<file path="config.mk">
export PLATFORM = sky130hd
export DESIGN_NAME = zfbw_front
export DESIGN_NICKNAME = d
export VERILOG_FILES = /design/src/zfbw_pkg.sv /design/src/zfbw_front.sv
export SDC_FILE = /design/constraint.sdc
export NUM_CORES = 1
export LEC_CHECK = 0
export BUFFER_PORTS_ARGS = -buffer_cell sky130_fd_sc_hd__buf_2
export CAP_MARGIN = 30
export CORE_ASPECT_RATIO = 1.1
export CORE_UTILIZATION = 50
export DETAILED_ROUTE_END_ITERATION = 8
export GPL_TIMING_DRIVEN = 0
export PLACE_DENSITY = 0.85
export SKIP_LAST_GASP = 1
export SLEW_MARGIN = 20
export SYNTH_ARGS = -nofsm -noshare
export SYNTH_HDL_FRONTEND = slang
export SYNTH_SLANG_ARGS = --single-unit
</file>
<file path="constraint.sdc">
create_clock -name i_clk -period 4.35 [get_ports i_clk]
set_input_delay 0.2175 -clock i_clk [delete_from_list [all_inputs] [get_ports i_clk]]
set_output_delay 0.2175 -clock i_clk [all_outputs]
set_load 0.05 [all_outputs]
</file>
<file path="src/zfbw_pkg.sv">
// Shared types, codes and zoned disk tables for the FAT block walker.
// No dependencies; used by every module of the block.
package zfbw_pkg;

    localparam int LINK_ENTRIES       = 2874;
    localparam int LAST_LOGICAL_BLOCK = 4291;
    localparam int NUM_TYPES          = 6;
    localparam int PHYS_SKEW          = 'h18;
    localparam int SYS_AREA_BYTES     = 'h738C0;
    localparam int LINK_AW            = $clog2(LINK_ENTRIES);

    localparam logic [2:0] ST_OK      = 3'd0;
    localparam logic [2:0] ST_ACK     = 3'd1;
    localparam logic [2:0] ST_BAD     = 3'd2;
    localparam logic [2:0] ST_ENCODED = 3'd3;
    localparam logic [2:0] ST_CORRUPT = 3'd4;

    localparam logic [1:0] CFG_DISK_TYPE = 2'd0;
    localparam logic [1:0] CFG_RAW_PART  = 2'd1;
    localparam logic [1:0] CFG_IMAGE_SZ  = 2'd2;

    localparam logic [1:0] FN_LOAD  = 2'd0;
    localparam logic [1:0] FN_START = 2'd1;
    localparam logic [1:0] FN_NEXT  = 2'd2;

    typedef enum logic [1:0] {
        K_LOAD  = 2'd0,
        K_START = 2'd1,
        K_NEXT  = 2'd2,
        K_BAD   = 2'd3
    } t_kind;

    typedef struct packed {
        t_kind        kind;
        logic [11:0]  idx;
        logic         idx_bad;
        logic [15:0]  val;      // link value or first block
        logic [30:0]  fsize;
        logic         fs_zero;
        logic [2:0]   chk;      // start check ignoring disk type
    } t_item;

    typedef struct packed {
        logic [1:0] count;
    } t_fq_stat;

    typedef struct packed {
        logic busy;
    } t_bk_stat;

    localparam logic [14:0] ZONE_BYTES [9] = '{
        15'h4D08, 15'h47B8, 15'h4510, 15'h3FC0, 15'h3A70,
        15'h3520, 15'h2FD0, 15'h2A80, 15'h2530};

    localparam logic [12:0] END_TBL [NUM_TYPES][16] = '{
        '{13'h0124, 13'h0248, 13'h035A, 13'h047E, 13'h05A2, 13'h06B4, 13'h07C6, 13'h08D8,
          13'h09EA, 13'h0AB6, 13'h0B82, 13'h0C94, 13'h0DA6, 13'h0EB8, 13'h0FCA, 13'h10DC},
        '{13'h0124, 13'h0248, 13'h035A, 13'h046C, 13'h057E, 13'h06A2, 13'h07C6, 13'h08D8,
          13'h09EA, 13'h0AFC, 13'h0BC8, 13'h0C94, 13'h0DA6, 13'h0EB8, 13'h0FCA, 13'h10DC},
        '{13'h0124, 13'h0248, 13'h035A, 13'h046C, 13'h057E, 13'h0690, 13'h07A2, 13'h08C6,
          13'h09EA, 13'h0AFC, 13'h0C0E, 13'h0CDA, 13'h0DA6, 13'h0EB8, 13'h0FCA, 13'h10DC},
        '{13'h0124, 13'h0248, 13'h035A, 13'h046C, 13'h057E, 13'h0690, 13'h07A2, 13'h08B4,
          13'h09C6, 13'h0AEA, 13'h0C0E, 13'h0D20, 13'h0DEC, 13'h0EB8, 13'h0FCA, 13'h10DC},
        '{13'h0124, 13'h0248, 13'h035A, 13'h046C, 13'h057E, 13'h0690, 13'h07A2, 13'h08B4,
          13'h09C6, 13'h0AD8, 13'h0BEA, 13'h0D0E, 13'h0E32, 13'h0EFE, 13'h0FCA, 13'h10DC},
        '{13'h0124, 13'h0248, 13'h035A, 13'h046C, 13'h057E, 13'h0690, 13'h07A2, 13'h086E,
          13'h0980, 13'h0A92, 13'h0BA4, 13'h0CB6, 13'h0DC8, 13'h0EEC, 13'h1010, 13'h10DC}};

    localparam logic [3:0] HEAD_TBL [NUM_TYPES][16] = '{
        '{4'd0, 4'd1, 4'd2, 4'd9, 4'd8, 4'd3, 4'd4, 4'd5,
          4'd6, 4'd7, 4'd15, 4'd14, 4'd13, 4'd12, 4'd11, 4'd10},
        '{4'd0, 4'd1, 4'd2, 4'd3, 4'd10, 4'd9, 4'd8, 4'd4,
          4'd5, 4'd6, 4'd7, 4'd15, 4'd14, 4'd13, 4'd12, 4'd11},
        '{4'd0, 4'd1, 4'd2, 4'd3, 4'd4, 4'd11, 4'd10, 4'd9,
          4'd8, 4'd5, 4'd6, 4'd7, 4'd15, 4'd14, 4'd13, 4'd12},
        '{4'd0, 4'd1, 4'd2, 4'd3, 4'd4, 4'd5, 4'd12, 4'd11,
          4'd10, 4'd9, 4'd8, 4'd6, 4'd7, 4'd15, 4'd14, 4'd13},
        '{4'd0, 4'd1, 4'd2, 4'd3, 4'd4, 4'd5, 4'd6, 4'd13,
          4'd12, 4'd11, 4'd10, 4'd9, 4'd8, 4'd7, 4'd15, 4'd14},
        '{4'd0, 4'd1, 4'd2, 4'd3, 4'd4, 4'd5, 4'd6, 4'd7,
          4'd14, 4'd13, 4'd12, 4'd11, 4'd10, 4'd9, 4'd8, 4'd15}};

    localparam logic [12:0] RAM_START [NUM_TYPES] = '{
        13'h05A2, 13'h07C6, 13'h09EA, 13'h0C0E, 13'h0E32, 13'h1010};

    function automatic logic [14:0] zone_size(input logic [2:0] t, input logic [3:0] v);
        logic [3:0] z;
        z = HEAD_TBL[t][v];
        if (z >= 4'd8) begin
            z = z - 4'd7;
        end
        return ZONE_BYTES[z];
    endfunction

endpackage

</file>
<file path="src/zfbw_front.sv">
// Front part: accepts input transactions, classifies them and holds them
// in a two-entry queue for the back part. Depends on zfbw_pkg.
module zfbw_front (
    input  logic              i_clk,
    input  logic              i_rst_n,
    input  logic              push,
    output logic              full,
    input  logic [1:0]        i_func,
    input  logic [11:0]       i_link_index,
    input  logic [15:0]       i_link_value,
    input  logic [15:0]       i_attributes,
    input  logic [15:0]       i_first_block,
    input  logic signed [31:0] i_file_size,
    input  logic signed [31:0] i_buffer_size,
    output logic              o_valid,
    output zfbw_pkg::t_item   o_item,
    input  logic              i_take,
    output zfbw_pkg::t_fq_stat o_stat
);
    import zfbw_pkg::*;

    t_item      r_q [2];
    logic       r_wp, r_rp;
    logic [1:0] r_count;
    t_item      w_item;
    logic       w_push, w_pop;

    always_comb begin
        w_item          = '0;
        w_item.idx      = i_link_index;
        w_item.idx_bad  = (i_link_index >= 12'(LINK_ENTRIES));
        w_item.val      = (i_func == FN_LOAD) ? i_link_value : i_first_block;
        w_item.fsize    = i_file_size[30:0];
        w_item.fs_zero  = (i_file_size == 32'sd0);
        case (i_func)
            FN_LOAD:  w_item.kind = K_LOAD;
            FN_START: w_item.kind = K_START;
            FN_NEXT:  w_item.kind = K_NEXT;
            default:  w_item.kind = K_BAD;
        endcase
        if (!i_attributes[14] || i_attributes[15]) begin
            w_item.chk = ST_BAD;
        end else if (i_attributes[10]) begin
            w_item.chk = ST_ENCODED;
        end else if (i_file_size < 0 || i_buffer_size < i_file_size) begin
            w_item.chk = ST_BAD;
        end else begin
            w_item.chk = ST_OK;
        end
    end

    assign full    = (r_count == 2'd2);
    assign w_push  = push && !full;
    assign o_valid = (r_count != 2'd0);
    assign w_pop   = i_take && o_valid;
    assign o_item  = r_q[r_rp];
    assign o_stat.count = r_count;

    always_ff @(posedge i_clk) begin
        if (w_push) begin
            r_q[r_wp] <= w_item;
        end
        if (!i_rst_n) begin
            r_wp    <= 1'b0;
            r_rp    <= 1'b0;
            r_count <= 2'd0;
        end else begin
            if (w_push) r_wp <= ~r_wp;
            if (w_pop)  r_rp <= ~r_rp;
            r_count <= r_count + 2'(w_push) - 2'(w_pop);
        end
    end
endmodule

</file>
==> results.md <==
* Period Utilization, post-route at 0.592
* Min-delay src: i_link_index[7]
* Cell mode on critical path: clkbuf_1
* Core Box Area at 0.0116 mm2
* Port bufs at 185
* Router iterations before antenna repair at 4
* Mapped Nets at ~540
* Worst skew pair latency at 0.40 ns
* Final WL at between 10 and 15 mm
* Seq cells post-synth at 135
* Crit path time final at approximately 2.6 ns
* Post-Synthesis Cells at 378
* CP Class: reg -> out
* FF-to-FF path depth at 4
* Overall routing resource usage at 0.203
* Post-synthesis sequential area ratio at 0.666
* Diode count at 0
* Max cap viols at 0
* Vias in the first global route at 3979
* Cell Area, Synth at 0.00602 mm2
* Hold path depth at 1
* Initial antenna violation count at 0
* RSZ-0062 raised after global routing: no
* R2R Setup Slk at 2.47 ns
* NetSw at between 1.5 and 2 mW
* Chip Width at around 110 um
* Total gr overflow at 0
* Share of cells above drive strength 1 at 0.512
* CTS buffer count at 17
* Largest net degree at the start of global routing at 44
* Die Area at roughly 0.012 mm2
* Root buf cell: clkbuf_16
* Post-synth EDFFs at 130
* Finish-stage setup viols at 0
* DR WL/cell at around 16 um
* Non-filler cells in the finished layout at 750
* DP Worst Slack at 1.66 ns
* CP endpoint kind: output port
* F_max at 0.388 GHz
* PwrDens at about 600 mW/mm2
* Most frequent cells in the layout: buf_2 (185), edfxtp_1 (130), mux2_2 (81)
* Sw frac at 0.356
* Slew @ Worst Pin at 0.757 ns
* Setup WS post-layout at approximately 1.8 ns
* Remaining DRCs at 0
* CP peak stage delay at 0.53 ns
* Via count at 3878
* Data required, critical path at 4.13 ns
* Core Rows at 41
* Crit path launch type: flop
* Max VDD drop at 0.299 mV
* Buf/Inv on CP at 3
* Initial Util at 0.519
* CP top delay family: buffers and inverters
* FF-to-FF End: r_q[0][33]
* CP Max Fanout at 10
* FFs w/ async S/R, synth at 0
* IO Pins at 200
* Clock-pin slew on the worst setup and hold paths at approximately 0.060 ns
* Layout area overhead at 30.8%
* Slowest cell on crit path: clkbuf_1
* Max Slew Vio Count at 0
* Final ANT Viol Nets at 0
* Leakage at about 3.3 nW
* Via/cell ratio at 5.17
* TritonCTS clock tree: done
* CTS resizes at 0
* Final total negative setup slack at 0 ns
* Hold Vio Cnt, Final at 0
* Tightest Hold Check Type: in -> reg
* H-tree Lvls at 4
* Clock share of power at 0.322
* Hpwl dp at 9.09 mm
* Int Pwr at 3.05 mW
* Relative slew slack at 0.494
* Post-synth top flop: edfxtp_1
* DR iter-0 viols at 196
* Placer Congestion at 0.822
* Global-route wire length before repair at approximately 19 mm
* Status: complete, no violations
* DIE HEIGHT at 117 um
* Commonest non-fill, non-tap cell in the layout: buf_2
* Layout net count at 750
* Worst Path Arrival at 2.36 ns
* Clk sinks at 135
* Reg power frac at 0.349
* Worst-path cell chain: clkbuf_1 -> clkbuf_1 -> mux2_2 -> buf_2
* Clock tree buffer depth at 2
* Worst Hold Path EP: r_q[1][58]
* Comb power frac at 0.329
* Worst r2r src: o_stat[0]
* Count of cell types in the netlist at 38
* Avg Inst Size Synth at 15.9 um2
* Yosys synthesis warning count at 0
* Overall Power at 4.74 mW
* Setup Skew at 0.00758 ns
* Post-CTS Setup Repair Bufs at 0
* Placed Cells at about 720
[metal layers]
metal / up-vias / part of all wire / global-route usage
li1: 1855 / - / -
met1: 1866 / 0.39 / 0.231
met2: 147 / 0.53 / 0.374
met3: 10 / 0.071 / 0.0537
met4: 0 / 0.0080 / 0.0667
met5: - / 0 / 0
[worst max path at each step]
| stage | start | end | slack (ns) | cells past startpoint |
|---|---|---|---|---|
| finish | flop | o_item[33] | 1.77 | 4 |
| global route | flop | o_item[33] | 1.63 | 4 |
| CTS | flop | o_item[33] | 1.70 | 4 |
| detailed placement | i_file_size[14] | r_q[1][1] | 1.66 | 9 |
| global placement | o_stat[0] | r_q[0][30] | -0.89 | 3 |
| floorplan | o_stat[0] | r_q[0][0] | 0.18 | 3 |
[cells by family after synthesis]
logic type / synth area share
compound gates: 0.0318
xor+xnor: 0.00437
fa+ha+maj: 0.0686
buf+inv: 0.0300
flops: 0.666
mux: 0.154
other cells: 0.000623
simple gates: 0.0449
[registers in the layout, indices dropped and copies added (netlist names), named ones only]
| signal | count |
|---|---|
| o_stat | 2 |
| r_q | 130 |
| r_rp | 1 |
| r_wp | 1 |
[power by group through the flow]
stage	sequential (mW)	combinational, mW	clock, mW
2_1_floorplan	1.71	1.15	0
3_3_place_gp	1.70	1.51	0
5_1_grt	1.67	1.64	1.61
6_report	1.66	1.56	1.53
4_1_cts	1.66	1.57	1.55
3_5_place_dp	1.68	1.56	0
[timing repair]
item,in CTS,in global routing
hold endpoints to repair,0,3
endpoints found under the setup margin,0,0
hold buffers,0,2
[cell usage after synthesis, types with 3 or more instances]
master | instances | area share
a21oi_1 | 12 | 0.010
and2_1 | 4 | 0.0042
clkbuf_1 | 10 | 0.0062
dfxtp_1 | 5 | 0.017
edfxtp_1 | 130 | 0.65
ha_1 | 33 | 0.069
inv_1 | 36 | 0.022
mux2_2 | 81 | 0.15
nand2_1 | 10 | 0.0062
nand4_1 | 5 | 0.0052
nor2_1 | 5 | 0.0031
nor4_1 | 8 | 0.0083
o21a_1 | 4 | 0.0050
o21ai_1 | 3 | 0.0025
xnor2_1 | 3 | 0.0044
[final cells by class]
cell class,instances,area (um2)
Fill cell,822,3720
Tap cell,150,188
Buffer,11,45.0
Clock buffer,17,425
Sequential cell,135,4000
Inverter,36,135
Timing Repair Buffer,190,1010
Clock inverter,15,216
Multi-Input combinational cell,196,1840
[stage by stage]
step,hold slack (ns),utilization,instance area [um2]
2_1_floorplan,0.316,-,6020
4_1_cts,0.000545,0.677,7850
6_report,0.0201,0.679,7870
3_5_place_dp,0.425,0.622,7210
3_3_place_gp,0.408,0.615,7130
5_1_grt,0.00299,0.679,7870
No activity file was read; power rests on OpenSTA's default activity.
